$ cat src/hw/rtl/xtea_block_cipher_assert.svh
// ----------------------------------------------------------------------------
// XTEA assertion macros
// Concurrent assertion wrappers used by the cipher RTL; compiled out with
// NO_ASSERTIONS.
// ----------------------------------------------------------------------------
`ifndef XTEA_BLOCK_CIPHER_ASSERT_SVH
`define XTEA_BLOCK_CIPHER_ASSERT_SVH

`ifndef NO_ASSERTIONS
`define XTEA_ASSERT(lbl, prop, msg) \
  lbl: assert property (@(posedge clk) disable iff (!rst_n) prop) else $error(msg);
`define XTEA_ASSERT_RST(lbl, prop, msg) \
  lbl: assert property (@(posedge clk) prop) else $error(msg);
`else
`define XTEA_ASSERT(lbl, prop, msg)
`define XTEA_ASSERT_RST(lbl, prop, msg)
`endif

`endif

$ cat src/hw/rtl/xtea_pkg.sv
// ----------------------------------------------------------------------------
// XTEA package
// Word types, key type, register indexes and cipher constants.
// ----------------------------------------------------------------------------
package xtea_pkg;

  localparam int ROUNDS = 32;
  localparam int NCELLS = 2 * ROUNDS;

  localparam logic [31:0] DELTA = 32'h9E3779B9;
  localparam logic [31:0] DEC_SUM = 32'(64'(DELTA) * 64'(ROUNDS));

  localparam int CFG_IDX_W = 4;

  localparam logic [CFG_IDX_W-1:0] REG_KEY0 = CFG_IDX_W'(0);
  localparam logic [CFG_IDX_W-1:0] REG_KEY1 = CFG_IDX_W'(1);
  localparam logic [CFG_IDX_W-1:0] REG_KEY2 = CFG_IDX_W'(2);
  localparam logic [CFG_IDX_W-1:0] REG_KEY3 = CFG_IDX_W'(3);

  typedef enum logic {
    CMD_ENC = 1'b0,
    CMD_DEC = 1'b1
  } cmd_t;

  typedef logic [3:0][31:0] key_t;

  typedef struct packed {
    cmd_t        cmd;
    logic [31:0] block_left;
    logic [31:0] block_right;
  } in_word_t;

  typedef struct packed {
    logic [31:0] result_left;
    logic [31:0] result_right;
  } out_word_t;

  // one half-round in flight
  typedef struct packed {
    cmd_t        cmd;
    logic        ph;
    logic [31:0] s;
    logic [31:0] a;
    logic [31:0] b;
  } stage_t;

endpackage

$ cat src/hw/rtl/xtea_key_regs.sv
// ----------------------------------------------------------------------------
// XTEA key registers
// Four 32-bit key words written through the configuration port.
// ----------------------------------------------------------------------------
module xtea_key_regs (
  input  logic                           clk,
  input  logic                           rst_n,
  input  logic                           cfg_we,
  input  logic [xtea_pkg::CFG_IDX_W-1:0] cfg_idx,
  input  logic [31:0]                    cfg_wdata,
  output xtea_pkg::key_t                 key
);
  import xtea_pkg::*;

  key_t key_r;
  key_t key_nxt;

  always_comb begin
    key_nxt = key_r;
    if (cfg_we) begin
      unique case (cfg_idx)
        REG_KEY0: key_nxt[0] = cfg_wdata;
        REG_KEY1: key_nxt[1] = cfg_wdata;
        REG_KEY2: key_nxt[2] = cfg_wdata;
        REG_KEY3: key_nxt[3] = cfg_wdata;
        default:  key_nxt = key_r;
      endcase
    end
  end

  always_ff @(posedge clk) begin
    if (!rst_n) begin
      key_r <= '0;
    end else begin
      key_r <= key_nxt;
    end
  end

  assign key = key_r;

endmodule

$ cat config.mk
export PLATFORM = sky130hd
export DESIGN_NAME = xtea_key_regs
export DESIGN_NICKNAME = d
export VERILOG_FILES = /design/src/hw/rtl/xtea_block_cipher_assert.svh /design/src/hw/rtl/xtea_pkg.sv /design/src/hw/rtl/xtea_key_regs.sv
export SDC_FILE = /design/constraint.sdc
export NUM_CORES = 1
export LEC_CHECK = 0
export ABC_CLOCK_PERIOD_IN_PS = 2700
export BUFFER_PORTS_ARGS = -buffer_cell sky130_fd_sc_hd__clkbuf_2
export CAP_MARGIN = 15
export CORE_ASPECT_RATIO = 1.4
export CORE_UTILIZATION = 40
export DETAILED_ROUTE_END_ITERATION = 10
export PLACE_DENSITY = 0.67
export SLEW_MARGIN = 20
export SYNTH_ARGS = -nofsm -noshare
export SYNTH_HDL_FRONTEND = slang
export SYNTH_SLANG_ARGS = --single-unit
$ cat constraint.sdc
create_clock -name clk -period 2.7 [get_ports clk]
set_clock_uncertainty 0.2 [all_clocks]
set_input_delay 0.135 -clock clk [delete_from_list [all_inputs] [get_ports clk]]
set_output_delay 0.135 -clock clk [all_outputs]
set_load 0.01 [all_outputs]
# After elaboration in Yosys (flattened, before gate mapping)
# Index checks and enable logic that the tools add are counted.
# totals
register_bits	128
inputBits	39
out_inout_bits	128
word_cells	12
# classes
eq_ne	3
n_reduce_logical	5
# op_table
op	n
equality test 4 x 2 -> 1 bit (second input constant)	2
AND reduction 2 bit	4
equality test 4 x 1 -> 1 bit (second input constant)	1
zero test 4 bit	1

# Logic depth before layout (Yosys ltp)
# depth
ltp_word	2
ltp_mapped	5
depth_no_buf	3

# Worst setup path after synthesis
# OpenSTA, ideal clock, no wires.
# synth_path
kind	input port to flip-flop
from	input port cfg_idx[3] (netlist name)
to	register key_r, in the netlist key[0]
setup_time_ns	0.072
t_arrival_ns	0.943
required_time_ns	2.428
path_slack_ns	1.486
cell_stages	5
path_buffers	2
path_cell_list	nor2_4 -> and4bb_1 -> buf_2 -> buf_6 -> mux2i_1
# synth_via
elab_chain_len	2
# synth_lines
element	line	rtl
start: declaration	xtea_key_regs.sv:9	input logic [xtea_pkg::CFG_IDX_W-1:0] cfg_idx,
zero test 4 bit	xtea_key_regs.sv:21	unique case (cfg_idx)
AND reduction 2 bit (no source line)	-	
end signal: assignment	xtea_key_regs.sv:35	key_r <= key_nxt;
end: declaration	xtea_key_regs.sv:15	key_t key_r;
# Every way passes these cells.
# A chain may end at the register's enable or synchronous reset.

# Worst setup path after layout
# layout_path
from	input port cfg_idx[3] (netlist name)
to	register key_r, in the netlist key[76]
# layout_via
elab_chain_len	2
# layout_lines
element	line
equality test 4 x 2 -> 1 bit	xtea_key_regs.sv:21
AND reduction 2 bit (no source line)	-
# Every way passes these cells.

==> impl_metrics.toml <==
[die]
io_pins = 167
fp.dieH_um = 130
fp.coreArea_um2 = 11400
die_width_um = 93.5
floorplan.initialDensity_pct = 41.1
die_area_um2 = 12200
rows = 46

[synth]
ys_async_sr_fraction_pct = 0
net_count_after_synthesis = 492
ys_ff_latch = 128
synth_commonest_cells = "nand2_1 (160), dfxtp_1 (128), mux2i_1 (128)"
synth_area_per_cell_um2 = 10.3
main_combinational_cell_family_by_area_after_synthesis = "multiplexers"
yosys_warnings = 0
yosys-mux-area-fraction_pct = 27.3
synthesis.area_um2 = 4690
synth-edff-count = 0
synth-compound-area-share_pct = 0
synth_largest_type_area_fraction_pct = 54.7
netlist_top_cells_area = "dfxtp_1 (55%), mux2i_1 (27%), nand2_1 (13%), buf_6 (1.4%), buf_2 (1.3%)"
synth_fa_ha_area_share_pct = 0
synth_top_flop_cell = "dfxtp_1"
synth.most_common_cell = "nand2_1"
synth-xor-area-share_pct = 0
synth.distinct_cells = 11
post_synth_inst_count = 453
synth_simple_gate_area_share_pct = 14.1
synth_top_area_cell = "dfxtp_1"
synth_sequential_area_ratio_pct = 54.7

[setup_path]
timing.reg2reg.worst_path_depth = 2
worst-path-max-fanout = 32
critPathArrivalTime_ns = 1.55
rrSetupSlack_ns = 1.80
end_kind = "flop"
startpoint_type = "input port"
required_ns = 2.80
timing.rr.start = "key[76]$_SDFFE_PN0P_"
setup.worst_path.class = "input port to flop"
timing.rr.end = "key[76]$_SDFFE_PN0P_"

[pwr]
max-vdd-ir-drop_uv = 376
total_power_w = 0.00462
power.density_cell_area_nw_per_um2 = 705
power_leakage_nw = 3.21

[timing]
final.period_utilization_pct = 53.6
drv_slew = 0
fin_worst_hold_slack_ns = 0.119
worstMarginPinSlew_ns = 0.857
timing.max_slew.rel_slack_pct = 42.8
setup_viol = 0
max_freq_ghz = 0.691
grt_setup_unrepaired = "false"
layout_min_cycle_time_ns = 1.45
sum_of_negative_setup_slack_ns = 0
report.final.hold_viol_count = 0

[cts]
clock_tree.root_cell = "clkbuf_16"
cts_inserted_buffers = 17
ctsHtreeMaxLevel = 4
path_clk_slew_ns = 0.06
post_cts_resized = 0
clock_sinks = 128
cts_tree = "done"
clk_latency_ns = 0.41
clock_tree_buf_depth = 2

[global_route]
grt_antenna_before_repair = 0
gr-usage-all-layers_pct = 19.9
global_route.overflow_total = 0
first_global_vias = 3689
grt_first_pass_wirelength_mm = 18.2
grt_max_degree = 161

[cells_and_area]
largest_register_ff_count = 128
final_cells = 799
fillerInstances = 999
num_antenna_cells = 0
post_route_cells_drive_above_1_share_pct = 31.3
area_delta_synth_final_pct = 39.9
layout.nets = 682
final_area_um2 = 6560

[flow_run]
drv_cap = 0

[drt]
antenna_violating_nets_post_route = 0
remaining_design_rule_violation_count = 0
initialDrtViolationCount = 155
drtPass1Iterations = 4
post_drt_wl_per_cell_um = 14.8
detailroute.via_count = 3820
drt-vias-per-instance = 4.78
wirelength_mm = 11.9

[placed_design]
place.gp.congestion = 0.768
numPortBuffers = 166
place_area_um2 = 5600
number_of_placed_instances_taps_included = 736
dp.final_hpwl_mm = 7.84

[outcome]
result_of_the_run = "finished clean"

[hold_path]
hold_path.startpoint = "cfg_idx[0]"
hold_depth = 3
holdCritPathClass = "input port to flop"
min_delay_worst_endpoint = "key[104]$_SDFFE_PN0P_"
==> area by class of cell <==
cell class	count	area, um^2	area share (%)
Multi-Input combinational cell	293	1960	29.9
Tap cell	144	180	2.75
Sequential cell	128	2560	39.1
Clock inverter	11	188	2.86
Timing Repair Buffer	203	1220	18.6
Clock buffer	20	447	6.81
==> timing repair <==
action                                  in CTS  in global routing
endpoints found under the setup margin       0                  0
hold endpoints to repair                   128                  0
hold buffers                                32                  0
buffers inserted                             0                  0
==> worst max-delay path, cell delays in order <==
cell and delay, ns:
clkbuf_2 0.10, nor2_4 0.18, nand4b_4 0.69, mux2i_1 0.43
==> metal layers <==
layer	vias up	GRT usage [%]	part of all wire, %
met2	128	33.9	52
met1	1793	21.9	40
met4	0	11.3	2.9
li1	1873	-	-
met5	-	0	0
met3	26	5.89	5.2
==> how the worst max path moves through the flow <==
| stage | start | endpoint | slack, ns | depth (start not counted) |
|---|---|---|---|---|
| detailed placement | cfg_idx[3] | key[83]$_SDFFE_PN0P_ | 0.86 | 4 |
| global placement | cfg_idx[3] | key[34]$_SDFFE_PN0P_ | 0.93 | 5 |
| floorplan | cfg_idx[3] | key[0]$_SDFFE_PN0P_ | 1.49 | 5 |
| finish | cfg_idx[3] | key[76]$_SDFFE_PN0P_ | 1.25 | 4 |
| global route | cfg_idx[3] | key[76]$_SDFFE_PN0P_ | 1.19 | 4 |
| CTS | cfg_idx[3] | key[20]$_SDFFE_PN0P_ | 1.27 | 5 |
==> cell usage in the layout (no fill, tap or decap), types with 2 or more instances in the layout <==
cell type,count
buf_12,2
buf_4,4
bufinv_16,5
clkbuf_1,2
clkbuf_16,17
clkbuf_2,165
clkinv_2,3
clkinvlp_4,3
dfxtp_1,128
dlygate4sd3_1,32
mux2i_1,128
nand2_1,160
==> logic make-up after synthesis <==
kind of cell | after synthesis
DFF | 128
muxes | 128
and+or+nand+nor | 165
buffers and inverters | 32
==> per-stage QoR <==
step	utilization (%)	setup WS, ns
floorplan	-	1.49
finish	57.5	1.25
detailed placement	49.1	0.859
CTS	57.5	1.27
global placement	49.1	0.927
global route	57.5	1.19
==> where the power goes <==
group	internal, W	switching, W	total [W]	leakage [nW]
sequential	0.00191	0.0000131	0.00193	1.03
clock	0.00165	0.000806	0.00246	0.302
combinational	0.000103	0.000133	0.000236	1.88
total	0.00367	0.000951	0.00462	3.21
No activity file was read; power rests on OpenSTA's default activity.
