--- src/hw/rtl/xtea_block_cipher_assert.svh ---
// ----------------------------------------------------------------------------
// XTEA assertion macros
// Concurrent assertion wrappers used by the cipher RTL; compiled out with
// NO_ASSERTIONS.
// ----------------------------------------------------------------------------
`ifndef XTEA_BLOCK_CIPHER_ASSERT_SVH
`define XTEA_BLOCK_CIPHER_ASSERT_SVH

`ifndef NO_ASSERTIONS
`define XTEA_ASSERT(lbl, prop, msg) \
  lbl: assert property (@(posedge clk) disable iff (!rst_n) prop) else $error(msg);
`define XTEA_ASSERT_RST(lbl, prop, msg) \
  lbl: assert property (@(posedge clk) prop) else $error(msg);
`else
`define XTEA_ASSERT(lbl, prop, msg)
`define XTEA_ASSERT_RST(lbl, prop, msg)
`endif

`endif

--- src/hw/rtl/xtea_pkg.sv ---
// ----------------------------------------------------------------------------
// XTEA package
// Word types, key type, register indexes and cipher constants.
// ----------------------------------------------------------------------------
package xtea_pkg;

  localparam int ROUNDS = 32;
  localparam int NCELLS = 2 * ROUNDS;

  localparam logic [31:0] DELTA = 32'h9E3779B9;
  localparam logic [31:0] DEC_SUM = 32'(64'(DELTA) * 64'(ROUNDS));

  localparam int CFG_IDX_W = 4;

  localparam logic [CFG_IDX_W-1:0] REG_KEY0 = CFG_IDX_W'(0);
  localparam logic [CFG_IDX_W-1:0] REG_KEY1 = CFG_IDX_W'(1);
  localparam logic [CFG_IDX_W-1:0] REG_KEY2 = CFG_IDX_W'(2);
  localparam logic [CFG_IDX_W-1:0] REG_KEY3 = CFG_IDX_W'(3);

  typedef enum logic {
    CMD_ENC = 1'b0,
    CMD_DEC = 1'b1
  } cmd_t;

  typedef logic [3:0][31:0] key_t;

  typedef struct packed {
    cmd_t        cmd;
    logic [31:0] block_left;
    logic [31:0] block_right;
  } in_word_t;

  typedef struct packed {
    logic [31:0] result_left;
    logic [31:0] result_right;
  } out_word_t;

  // one half-round in flight
  typedef struct packed {
    cmd_t        cmd;
    logic        ph;
    logic [31:0] s;
    logic [31:0] a;
    logic [31:0] b;
  } stage_t;

endpackage

--- src/hw/rtl/xtea_cell.sv ---
// ----------------------------------------------------------------------------
// XTEA cell
// One registered half-round; alternates halves via the phase bit and
// passes its word downstream with a valid/ready handshake.
// ----------------------------------------------------------------------------
`include "xtea_block_cipher_assert.svh"

module xtea_cell (
  input  logic             clk,
  input  logic             rst_n,
  input  xtea_pkg::key_t   key,
  input  logic             up_valid,
  output logic             up_ready,
  input  xtea_pkg::stage_t up_word,
  output logic             dn_valid,
  input  logic             dn_ready,
  output xtea_pkg::stage_t dn_word
);
  import xtea_pkg::*;

  logic        v_r;
  logic        v_nxt;
  stage_t      word_r;
  stage_t      word_nxt;

  logic        modb;
  logic [1:0]  sel;
  logic [31:0] src;
  logic [31:0] dst;
  logic [31:0] mix;
  logic [31:0] f;
  logic [31:0] res;
  logic        load;

  assign up_ready = !v_r || dn_ready;
  assign load     = up_valid && up_ready;

  always_comb begin
    // encrypt: even half updates a, odd updates b; decrypt the reverse
    modb = (up_word.cmd == CMD_DEC) ^ up_word.ph;
    sel  = modb ? up_word.s[12:11] : up_word.s[1:0];
    src  = modb ? up_word.a : up_word.b;
    dst  = modb ? up_word.b : up_word.a;
    mix  = ((src << 4) ^ (src >> 5)) + src;
    f    = mix ^ (up_word.s + key[sel]);
    res  = (up_word.cmd == CMD_DEC) ? dst - f : dst + f;

    word_nxt     = up_word;
    word_nxt.ph  = !up_word.ph;
    word_nxt.a   = modb ? up_word.a : res;
    word_nxt.b   = modb ? res : up_word.b;
    if (!up_word.ph) begin
      word_nxt.s = (up_word.cmd == CMD_DEC) ? up_word.s - DELTA : up_word.s + DELTA;
    end

    v_nxt = load ? 1'b1 : (dn_ready ? 1'b0 : v_r);
  end

  always_ff @(posedge clk) begin
    if (!rst_n) begin
      v_r <= 1'b0;
    end else begin
      v_r <= v_nxt;
    end
  end

  always_ff @(posedge clk) begin
    if (load) begin
      word_r <= word_nxt;
    end
  end

  assign dn_valid = v_r;
  assign dn_word  = word_r;

  `XTEA_ASSERT(a_stall_hold, dn_valid && !dn_ready |=> dn_valid && $stable(dn_word), "stalled word changed")
  `XTEA_ASSERT(a_odd_sum, load && up_word.ph |=> dn_word.s == $past(up_word.s), "sum moved on odd half")
  `XTEA_ASSERT(a_empty_ready, !dn_valid |-> up_ready, "empty cell not ready")
  `XTEA_ASSERT_RST(a_rst_clear, !rst_n |=> !dn_valid, "valid survived reset")

endmodule

--- config.mk ---
export PLATFORM = sky130hd
export DESIGN_NAME = xtea_cell
export DESIGN_NICKNAME = d
export VERILOG_FILES = /design/src/hw/rtl/xtea_pkg.sv /design/src/hw/rtl/xtea_cell.sv
export VERILOG_INCLUDE_DIRS = /design/src /design/src/hw/rtl
export SDC_FILE = /design/constraint.sdc
export NUM_CORES = 1
export LEC_CHECK = 0
export ABC_AREA = 0
export BUFFER_PORTS_ARGS = -buffer_cell sky130_fd_sc_hd__buf_2
export CAP_MARGIN = 40
export CORE_UTILIZATION = 50
export DETAILED_ROUTE_END_ITERATION = 8
export GPL_ROUTABILITY_DRIVEN = 0
export PLACE_DENSITY = 0.83
export REMOVE_ABC_BUFFERS = 1
export SYNTH_ARGS = -nofsm -noshare
export SYNTH_HDL_FRONTEND = slang
export SYNTH_SLANG_ARGS = --single-unit
--- constraint.sdc ---
create_clock -name clk -period 20.4 [get_ports clk]
set_input_delay 1.02 -clock clk [delete_from_list [all_inputs] [get_ports clk]]
set_output_delay 1.02 -clock clk [all_outputs]
set_load 0.03 [all_outputs]
# Word-level counts from Yosys, hierarchy flattened
# Index checks and enable logic that the tools add are counted.
word_totals:
  register_bits: 99
  latch_bits: 0
  ram_bits: 0
  mem_bits_ro: 0
  output_inout_bits: 100
  mem_count: 0
classes:
  add_sub_neg: 6
  multipliers: 0
  div_mod_pow: 0
  n_lt_le_gt_ge: 1
  n_eq_ne: 0
  shifts: 0
  n_mux: 12
  bitwise: 3
  n_reduce_logical: 5
op_table:
  columns: ["operator", "n"]
  rows:
  - ["32-bit 2-to-1 mux", 8]
  - ["32-bit adder", 3]
  - ["32-bit binary-select mux with 2-bit select", 1]
  - ["32-bit adder (second input constant)", 1]
  - ["32-bit subtractor", 1]
  - ["32-bit subtractor (second input constant)", 1]
  - ["32-bit by 27-bit bitwise XOR with 32-bit output", 1]
  - ["32-bit bitwise XOR", 1]
  - ["2-bit by 3-bit < comparator with 1-bit output (second input constant)", 1]
  - ["1-bit zero test", 2]
  - ["1-bit 2-to-1 mux", 2]
  - ["2-bit 2-to-1 mux", 1]
  - ["2-bit nonzero test", 1]
  - ["1-bit logical AND", 1]
  - ["1-bit logical OR", 1]
  - ["1-bit bitwise XOR", 1]

# Logic depth before layout (Yosys ltp)
# Gate-level depths: netlist of run 1.
depth:
  ltp_word: 9
  mapped_depth: 33

# Worst setup path after synthesis of run 1
# OpenSTA, ideal clock, no wires.
synth_timing:
  path_kind: "input -> register"
  from: "input port up_word[97] (netlist bit)"
  to: "register word_r (netlist bit dn_word[63]) (data pin)"
  arrival_time_ps: 8455
  required_time_ps: 20230
  slack_ps: 11776
  cell_stages: 30
  path_buffers: 2
  path_cell_list: "buf_2 xor2_1 nor2_1 a21oi_1 clkbuf_1 mux4_2 fa_1 and3_1 o211a_1 o21ai_1 a21oi_1 a221oi_1 xnor2_1 xnor2_1 nor4_1 a21oi_1 xor2_1 ha_1 and3_1 nand2_1 nor2_1 inv_1 o311a_1 o41ai_1 nand2b_1 o2bb2ai_1 xnor2_1 o31ai_1 nor3b_2 o32ai_2"
synth_rtl:
  columns: ["element", "line", "text"]
  rows:
  - ["start: declaration", "xtea_cell.sv:14", "input xtea_pkg::stage_t up_word,"]
  - ["end signal: assignment", "xtea_cell.sv:69", "word_r <= word_nxt;"]
  - ["end: declaration", "xtea_cell.sv:23", "stage_t word_r;"]

==> impl_metrics.py, run 1 <==
metrics = {
    "power_and_ir_drop": {
        "p_leak_nw": 6.92,
        "irDropWorstVdd_uv": 90.8,
        "power_density_mw_per_mm2": 146,
        "power.total_w": 0.00220,
    },
    "timing": {
        "max_slew_margin": 0.417,
        "hold_viol_final": 0,
        "worst_slew_pin_slew_ns": 0.874,
        "finClkSkew_ns": 0.0105,
        "fmax_mhz": 103,
        "tns_ns": 0,
        "rsz0062_at_grt": "false",
        "setup_violations": 0,
        "slew_viol_final": 0,
        "post-route-period-util": 0.476,
        "post-route-min-period_ns": 9.72,
    },
    "hold_path": {
        "holdCritStartpoint": "dn_valid$_SDFFE_PN0P_",
        "whs_path_depth": 2,
        "min_to": "dn_valid$_SDFFE_PN0P_",
        "holdCritPathClass": "reg2reg",
    },
    "synth": {
        "avgSynthCellArea_um2": 8.36,
        "synth_ff_type": "edfxtp_1",
        "ys_seq_area_frac": 0.232,
        "synthesis.instances": 1525,
        "ys.warnings.count": 0,
        "post_synth_num_cell_types": 80,
        "synth_edf_count": 98,
        "mappedNetlistArea_mm2": 0.0127,
        "synth-async-reset-ratio": 0,
        "ys_ff_latch": 99,
    },
    "worst_setup_path": {
        "worstRegToRegCells": 3,
        "critPathTopFamily": "compound AO/OA/AOI/OAI gates",
        "cp_common_cell": "xnor2_1",
        "crit_fanout": 97,
        "crit_type": "in2reg",
        "r2r_slack_ns": 18.38,
        "cp-end-kind": "flop",
        "cp_num_buf_inv": 4,
        "critPathSlowestCell": "nor4_1",
        "crit_required_ns": 20.58,
        "rr_endpoint": "dn_word[82]$_DFFE_PP_",
        "cp_data_arrival_time_ns": 9.90,
        "reg2reg_from": "dn_valid$_SDFFE_PN0P_",
        "max_stage_delay_ns": 0.73,
        "start_kind": "primary input",
    },
    "cts": {
        "postCtsSetupRepairBufs": 0,
        "cts_buffer_depth": 2,
        "cts_made_buffers": 9,
        "cts_sinks": 99,
        "cts.htree.levels": 3,
        "post_cts_resized": 0,
        "cts_tree": "built",
        "root_buffer": "clkbuf_16",
        "cts_hold_buf": 0,
        "clock_latency_ns": 0.36,
        "path_clk_slew_ns": 0.08,
    },
    "floorplanning": {
        "die_area_mm2": 0.0261,
        "rows": 58,
        "start_util": 0.508,
        "die_x_um": 162,
        "core_area_mm2": 0.0251,
        "pin_count": 330,
        "die_h_um": 162,
    },
    "layout": {
        "nets": 2185,
        "drive_above_1_share": 0.223,
        "antenna_cells": 0,
        "final_util": 0.599,
        "area_growth_pct": 18.1,
    },
    "run_status": {
        "outcome": "finished with violations",
        "violations": "DRC",
    },
    "detailed_routing": {
        "drt_iter0_markers": 914,
        "viasPerCell": 5.98,
        "wl_met2_um": 17300,
        "totalWireLength_um": 37400,
        "drt.antenna.violating_nets": 0,
        "drc": 1,
        "drt_pre_antenna_iters": 7,
        "vias": 12900,
        "wl_met3_um": 2850,
        "drt-met1-wl_um": 16300,
        "wl_per_cell_um": 17.3,
        "top_layer": "met4",
    },
    "grt": {
        "antenna_found_initial": 0,
        "track_usage": 0.280,
        "grt_max_degree": 98,
        "grt-ovfl-total": 0,
        "grt_pass1_wl_um": 58400,
        "grt_pass1_vias": 12000,
    },
    "place": {
        "dp_hpwl_um": 30200,
        "placement.io_buffers": 329,
    },
    "run": {
        "maxCapViolations": 0,
    },
}
worst min-delay path, stage by stage, from the launching register on:
cell	delay, ns
dfxtp_1	0.32
nand2b_1	0.10
a21boi_0	0.09
worst max path at each step:
stage / end / cells past startpoint / slack (ns) / start
finish: dn_word[63]$_DFFE_PP_ / 31 / 10.68 / up_word[96]
global route: dn_word[63]$_DFFE_PP_ / 31 / 10.0 / up_word[96]
CTS: dn_word[63]$_DFFE_PP_ / 31 / 10.79 / up_word[96]
detailed placement: dn_word[63]$_DFFE_PP_ / 31 / 10.45 / up_word[96]
global placement: dn_word[63]$_DFFE_PP_ / 31 / 10.76 / up_word[96]
floorplan: dn_word[63]$_DFFE_PP_ / 28 / 6.80 / up_word[96]
synth_stat cells, types with 15 or more instances:
library cell / count / share of area
a31oi_1: 22 / 0.011
a21oi_1: 115 / 0.045
edfxtp_1: 98 / 0.23
a21o_1: 57 / 0.034
xnor2_1: 114 / 0.078
o21bai_1: 16 / 0.0094
o21a_1: 20 / 0.012
nand3_1: 15 / 0.0059
nand2b_1: 16 / 0.0079
nor2_1: 71 / 0.021
inv_1: 36 / 0.011
xor2_1: 69 / 0.047
nand2_1: 278 / 0.082
ha_1: 130 / 0.13
and2_1: 19 / 0.0093
mux4_2: 32 / 0.057
clkbuf_1: 43 / 0.013
nor2b_1: 15 / 0.0074
nor3_1: 21 / 0.0082
o21ai_0: 148 / 0.058
and3_1: 17 / 0.0083
placed cells by master, fill, tap and decap left out, drive strengths merged, types with 14 or more instances in the layout:
cell    count
buf       337
nand2     278
o21ai     150
ha        130
a21oi     116
xnor2     114
edfxtp     98
nor2       71
xor2       69
a21o       57
inv        38
mux4       32
a31oi      22
nor3       21
and2       21
o21a       20
and3       17
nand2b     16
o21bai     16
nand3      15
nor2b      15
nand4      14
report_power, final:
group | switching (W) | total (W) | internal, W
combinational | 0.00102 | 0.00168 | 0.000654
clock | 0.0000867 | 0.000176 | 0.0000889
sequential | 0.0000145 | 0.000353 | 0.000338
per-stage QoR:
| step | setup WS (ns) | std cells | instance area (µm²) | hold WS, ns |
|---|---|---|---|---|
| floorplan | 6.80 | 1473 | 12500 | 0.885 |
| global placement | 10.76 | 2138 | 14700 | 0.511 |
| detailed placement | 10.45 | 2140 | 14800 | 0.541 |
| CTS | 10.79 | 2156 | 15100 | 0.552 |
| global route | 10.0 | 2156 | 15100 | 0.574 |
| finish | 10.68 | 2156 | 15100 | 0.544 |
routing by layer:
metal / global-route usage / vias to the layer above
li1: - / 6215
met1: 0.379 / 5986
met2: 0.463 / 616
met3: 0.0306 / 78
met4: 0.0969 / 0
met5: 0 / -
final cells by class:
cell class	count	area, µm²
Fill cell	2213	10100
Multi-Input combinational cell	1337	9490
Sequential cell	99	2960
Timing Repair Buffer	337	1750
Tap cell	330	413
Clock buffer	10	239
Inverter	37	139
Clock inverter	6	57.6
cell families (layout without fill, tap and decap cells):
kind of cell / after synthesis / after routing / synth area share
AND/OR/NAND/NOR: 511 / 511 / 0.185
XOR/XNOR: 188 / 188 / 0.135
multiplexers: 36 / 36 / 0.0598
adder cells (fa/ha/maj): 134 / 134 / 0.134
AO/OA/AOI/OAI: 468 / 468 / 0.227
flip-flops: 99 / 99 / 0.232
buffers and inverters: 89 / 390 / 0.0270
sequential cells by signal (all words and copies together), names as in the netlist:
name	cells
dn_valid	1
dn_word	98
Power figures use the tool's default switching activity.
==> inputs of run 2 (changes only) <==
--- a/config.mk
+++ b/config.mk
@@ -6,13 +6,13 @@
 export SDC_FILE = /design/constraint.sdc
 export NUM_CORES = 1
 export LEC_CHECK = 0
-export ABC_AREA = 0
+export ABC_AREA = 1
 export BUFFER_PORTS_ARGS = -buffer_cell sky130_fd_sc_hd__buf_2
 export CAP_MARGIN = 40
 export CORE_UTILIZATION = 50
 export DETAILED_ROUTE_END_ITERATION = 8
 export GPL_ROUTABILITY_DRIVEN = 0
-export PLACE_DENSITY = 0.83
+export PLACE_DENSITY = 0.84
 export REMOVE_ABC_BUFFERS = 1
 export SYNTH_ARGS = -nofsm -noshare
 export SYNTH_HDL_FRONTEND = slang
==> constraint.sdc (replaced) <==
create_clock -name clk -period 7.9 [get_ports clk]
set_input_delay 0.395 -clock clk [delete_from_list [all_inputs] [get_ports clk]]
set_output_delay 0.395 -clock clk [all_outputs]
set_load 0.03 [all_outputs]
==> impl_metrics.py, run 2 <==
metrics = {
    "synth": {
        "synth_area_leader_cell": "nand2_1",
        "yosysTopAreaCellShare": 0.217,
        "avgSynthCellArea_um2": 6.05,
        "synth_most_common_cell": "nand2_1",
        "synthTopCellsByCount": "871 x nand2_1, 346 x inv_1, 242 x nor2_1",
        "post_synth_num_cell_types": 52,
        "synth.area.top_cells": "nand2_1 22%, edfxtp_1 20%, ha_1 11%",
        "mappedNetlistArea_mm2": 0.0150,
        "synthesis.instances": 2488,
        "synth-async-reset-ratio": 0,
        "ys_ff_latch": 99,
        "synth_edf_count": 98,
        "ys.warnings.count": 0,
        "synth_ff_type": "edfxtp_1",
        "ys_seq_area_frac": 0.197,
    },
    "cts": {
        "cts_hold_buf": 0,
        "cts_sinks": 99,
        "cts.htree.levels": 3,
        "postCtsSetupRepairBufs": 0,
        "post_cts_resized": 0,
        "cts_tree": "built",
        "path_clk_slew_ns": 0.08,
        "cts_made_buffers": 9,
        "clock_latency_ns": 0.38,
        "cts_buffer_depth": 2,
        "root_buffer": "clkbuf_16",
    },
    "power_and_ir_drop": {
        "power_density_mw_per_mm2": 283,
        "switching_share": 0.549,
        "power.share.sequential": 0.168,
        "clock_power_share": 0.092,
        "internal_power_w": 0.00222,
        "comb_power_share": 0.741,
        "irDropWorstVdd_uv": 154,
        "p_leak_nw": 9.61,
        "netSwitchingPower_w": 0.00270,
    },
    "worst_setup_path": {
        "crit_type": "in2reg",
        "crit_fanout": 48,
        "cp-end-kind": "flop",
        "cp_data_arrival_time_ns": 7.19,
        "rr_endpoint": "dn_word[55]$_DFFE_PP_",
        "cp_common_cell": "nand2_1",
        "reg2reg_from": "dn_valid$_SDFFE_PN0P_",
        "worstRegToRegCells": 3,
        "r2r_slack_ns": 6.01,
        "crit_required_ns": 8.00,
        "max_stage_delay_ns": 0.55,
        "critPathSlowestCell": "buf_2",
        "start_kind": "primary input",
    },
    "grt": {
        "track_usage": 0.297,
        "antenna_found_initial": 0,
        "grt_pass1_wl_um": 74300,
        "grt_pass1_vias": 15800,
        "grt_max_degree": 82,
        "grt-ovfl-total": 0,
    },
    "timing": {
        "setup_violations": 0,
        "worst_hold_slack_ns": 0.267,
        "hold_viol_final": 0,
        "fmax_mhz": 141,
        "post-route-period-util": 0.897,
        "max_slew_margin": 0.377,
        "rsz0062_at_grt": "false",
        "slew_viol_final": 0,
        "worst_slew_pin_slew_ns": 0.935,
        "finClkSkew_ns": 0.00949,
        "post-route-min-period_ns": 7.09,
    },
    "detailed_routing": {
        "wl_per_cell_um": 14.5,
        "drc": 0,
        "top_layer": "met4",
        "wl_met2_um": 21400,
        "wl_met3_um": 3750,
        "totalWireLength_um": 46100,
        "drt.antenna.violating_nets": 0,
        "drt_pre_antenna_iters": 9,
        "drt-met1-wl_um": 19300,
        "drt_iter0_markers": 1586,
        "vias": 17100,
        "viasPerCell": 5.37,
    },
    "floorplanning": {
        "rows": 63,
        "core_area_mm2": 0.0296,
        "die_area_mm2": 0.0308,
        "die_x_um": 175,
        "start_util": 0.507,
        "pin_count": 330,
        "die_h_um": 175,
    },
    "hold_path": {
        "holdCritStartpoint": "rst_n",
        "holdCritPathClass": "in2reg",
        "min_to": "dn_valid$_SDFFE_PN0P_",
        "whs_path_depth": 2,
    },
    "layout": {
        "multi_input_area_mm2": 0.0106,
        "area_growth_pct": 15.7,
        "fill_cells": 2876,
        "nets": 3152,
        "final-instance-count-excl-fill": 3183,
        "final_common_cell": "nand2_1",
        "largest_reg_flops": 98,
        "final_util": 0.587,
        "antenna_cells": 0,
        "mostFrequentLayoutCells": "871 x nand2_1, 346 x inv_1, 329 x buf_2",
        "drive_above_1_share": 0.156,
        "seqCellArea_mm2": 0.00296,
    },
    "place": {
        "dp_hpwl_um": 38000,
        "placement.io_buffers": 329,
        "dp_cells": 3166,
    },
    "run": {
        "maxCapViolations": 0,
    },
    "run_status": {
        "outcome": "finished, final reports clean",
    },
}
## run 2: changes by cell type after synthesis, sizes merged, moves of 16 or more
cell    delta
a21o      -48
inv      +319
mux4      -32
nand2    +609
nand2b    -16
nand3    +124
nor2     +183
o32ai     +29
or2       +18
xnor2     -71
## run 2: power by group through the flow
stage	Combinational, W	Sequential [W]	Clock (W)
after floorplan	0.00240	0.00112	0
after global placement	0.00345	0.000838	0
after detailed placement	0.00355	0.000837	0
after CTS	0.00357	0.000827	0.000462
after global routing	0.00403	0.000838	0.000476
final	0.00365	0.000826	0.000451
## run 2: cell families (layout without fill, tap and decap cells)
| logic type | after synthesis | in the layout | share of synthesized area |
|---|---|---|---|
| buffers and inverters | 406 | 711 | 0.102 |
| DFF | 99 | 99 | 0.197 |
| xor gates and xnor gates | 114 | 114 | 0.0689 |
| adders and majority gates | 134 | 134 | 0.113 |
| and+or+nand+nor | 1366 | 1366 | 0.378 |
| muxes | 1 | 1 | 0.000666 |
| AOI/OAI and AO/OA | 368 | 368 | 0.140 |
## run 2: final cells by class
class                      count  share of cell area
multi-input combinational   1983               0.608
timing repair buffer         339               0.100
inverter                     356              0.0768
sequential                    99               0.170
clock inverter                 6             0.00324
clock buffer                  10              0.0132
tap                          390              0.0280
## run 2: per-stage QoR
stage	power [W]	instance area [µm²]	setup WS [ns]	TNS, ns
5_1_grt	0.00534	17400	0.244	0
3_5_place_dp	0.00438	17100	0.619	0
4_1_cts	0.00486	17400	1.03	0
2_1_floorplan	0.00351	14800	-1.26	-36.28
6_report	0.00492	17400	0.813	0
3_3_place_gp	0.00429	17100	0.950	0
## run 2: worst max path at each step
stage	endpoint	slack, ns	cells after the start	startpoint
2_1_floorplan	dn_word[27]$_DFFE_PP_	-1.26	34	up_word[97]
3_3_place_gp	dn_word[27]$_DFFE_PP_	0.95	39	up_word[97]
3_5_place_dp	dn_word[27]$_DFFE_PP_	0.62	39	up_word[97]
4_1_cts	dn_word[27]$_DFFE_PP_	1.03	39	up_word[97]
5_1_grt	dn_word[27]$_DFFE_PP_	0.24	39	up_word[97]
6_report	dn_word[27]$_DFFE_PP_	0.81	39	up_word[97]
## run 2: routing by layer
layer | GRT usage | up-vias
met5 | 0 | -
met4 | 0.130 | 0
met3 | 0.0463 | 149
met2 | 0.511 | 768
met1 | 0.366 | 7548
li1 | - | 8636
## run 2: worst max-delay path: cells and delay by family
kind / cells / cell delay [ns]
fa+ha+maj: 2 / 0.77
simple gates: 20 / 2.69
buf+inv: 7 / 1.51
compound gates: 10 / 1.79
==> inputs of run 3 (changes only) <==
--- a/config.mk
+++ b/config.mk
@@ -9,6 +9,7 @@
 export ABC_AREA = 1
 export BUFFER_PORTS_ARGS = -buffer_cell sky130_fd_sc_hd__buf_2
 export CAP_MARGIN = 40
+export CORE_MARGIN = 3
 export CORE_UTILIZATION = 50
 export DETAILED_ROUTE_END_ITERATION = 8
 export GPL_ROUTABILITY_DRIVEN = 0
==> constraint.sdc (replaced) <==
create_clock -name clk -period 6.3 [get_ports clk]
set_input_delay 0.315 -clock clk [delete_from_list [all_inputs] [get_ports clk]]
set_output_delay 0.315 -clock clk [all_outputs]
set_load 0.03 [all_outputs]
==> impl_metrics.py, run 3 (synthesis results as in run 2) <==
metrics = {
    "floorplanning": {
        "die_h_um": 179,
        "core_area_mm2": 0.0292,
        "die_area_mm2": 0.0322,
        "die_x_um": 179,
        "rows": 62,
        "pin_count": 330,
        "start_util": 0.516,
    },
    "grt": {
        "track_usage": 0.286,
        "grt-ovfl-total": 0,
        "grt_pass1_wl_um": 77800,
        "antenna_found_initial": 0,
        "grt_max_degree": 80,
        "grt_pass1_vias": 16400,
    },
    "place": {
        "dp_hpwl_um": 40400,
        "dp_cells": 3246,
        "placement.io_buffers": 329,
    },
    "worst_setup_path": {
        "crit_type": "in2reg",
        "max_stage_delay_ns": 0.45,
        "cp_common_cell": "nand2_1",
        "crit_fanout": 12,
        "crit_required_ns": 6.42,
        "critPathSlowestCell": "a21boi_0",
        "cp-end-kind": "flop",
        "cp_data_arrival_time_ns": 5.98,
        "start_kind": "primary input",
    },
    "timing": {
        "slew_viol_final": 0,
        "tns_ns": 0,
        "fmax_mhz": 171,
        "post-route-min-period_ns": 5.86,
        "finClkSkew_ns": 0.0126,
        "worst_slew_pin_slew_ns": 0.862,
        "hold_viol_final": 0,
        "setup_violations": 0,
        "post-route-period-util": 0.930,
        "max_slew_margin": 0.426,
        "rsz0062_at_grt": "false",
    },
    "layout": {
        "final_common_cell": "nand2_1",
        "antenna_cells": 0,
        "fill_cells": 2682,
        "drive_above_1_share": 0.184,
        "largest_reg_flops": 98,
        "final-instance-count-excl-fill": 3269,
        "final_util": 0.622,
        "nets": 3244,
        "mostFrequentLayoutCells": "870 x nand2_1, 346 x inv_1, 329 x buf_2",
        "area_growth_pct": 20.6,
    },
    "power_and_ir_drop": {
        "power_density_mw_per_mm2": 359,
        "p_leak_nw": 10.1,
        "power.total_w": 0.00651,
        "irDropWorstVdd_uv": 235,
    },
    "detailed_routing": {
        "drt_pre_antenna_iters": 6,
        "drc": 0,
        "totalWireLength_um": 48300,
        "drt_iter0_markers": 1768,
        "vias": 17600,
        "viasPerCell": 5.38,
        "wl_per_cell_um": 14.8,
        "drt.antenna.violating_nets": 0,
    },
    "run": {
        "maxCapViolations": 0,
    },
    "cts": {
        "cts_tree": "built",
        "clock_latency_ns": 0.38,
        "cts_sinks": 99,
        "cts.htree.levels": 3,
        "cts_buffer_depth": 2,
        "root_buffer": "clkbuf_16",
        "path_clk_slew_ns": 0.08,
        "cts_made_buffers": 9,
        "cts_hold_buf": 0,
    },
    "run_status": {
        "outcome": "finished, final reports clean",
    },
    "hold_path": {
        "holdCritPathClass": "in2reg",
    },
}
## run 3: report_power, final
part / total [W] / switching (W) / internal (W)
combinational: 0.00492 / 0.00314 / 0.00178
clock: 0.000558 / 0.000283 / 0.000275
sequential: 0.00103 / 0.0000417 / 0.000991
total: 0.00651 / 0.00347 / 0.00305
## run 3: area by class of cell
cell class	instances	area (µm²)	area share
Timing Repair Buffer	431	2480	0.137
Multi-Input combinational cell	1983	10600	0.584
Sequential cell	99	2960	0.163
Clock inverter	7	60.1	0.00331
Tap cell	384	480	0.0265
Clock buffer	9	225	0.0124
Inverter	356	1340	0.0738
## run 3: critical path, delay by kind of cell
kind                       cells  cell delay (ns)
and+or+nand+nor               16             1.81
AOI/OAI and AO/OA              7             1.78
buffers and inverters          8             0.88
adders and majority gates      2             0.67
xor gates and xnor gates       2             0.52
## run 3: repair_timing
action / CTS / global route
setup endpoints to repair: 0 / 10
endpoints found under the hold margin: 0 / 0
gates resized for setup: 0 / 13
buffers inserted: 0 / 7
## run 3: worst paths after layout
kind / startpoint / end / slack, ns / cells past startpoint
min: rst_n / dn_valid$_SDFFE_PN0P_ / 0.20 / 2
min reg2reg: dn_valid$_SDFFE_PN0P_ / dn_valid$_SDFFE_PN0P_ / 0.56 / 2
max: up_word[97] / dn_word[25]$_DFFE_PP_ / 0.44 / 35
max reg2reg: dn_valid$_SDFFE_PN0P_ / dn_word[28]$_DFFE_PP_ / 4.45 / 2
## run 3: routing by layer
metal,vias up,wire (µm),global-route usage
li1,8835,-,-
met1,7787,19900,0.360
met2,829,22700,0.496
met3,131,3970,0.0418
met4,0,1760,0.108
met5,-,0,0
## run 3: through the flow
stage	cell area [µm²]	hold slack (ns)	worst slack, ns
global placement	17700	0.523	0.253
CTS	18000	0.189	0.332
detailed placement	17800	0.557	-0.0541
floorplan	14800	0.414	-2.78
finish	18100	0.196	0.438
global route	18100	0.193	0.0105
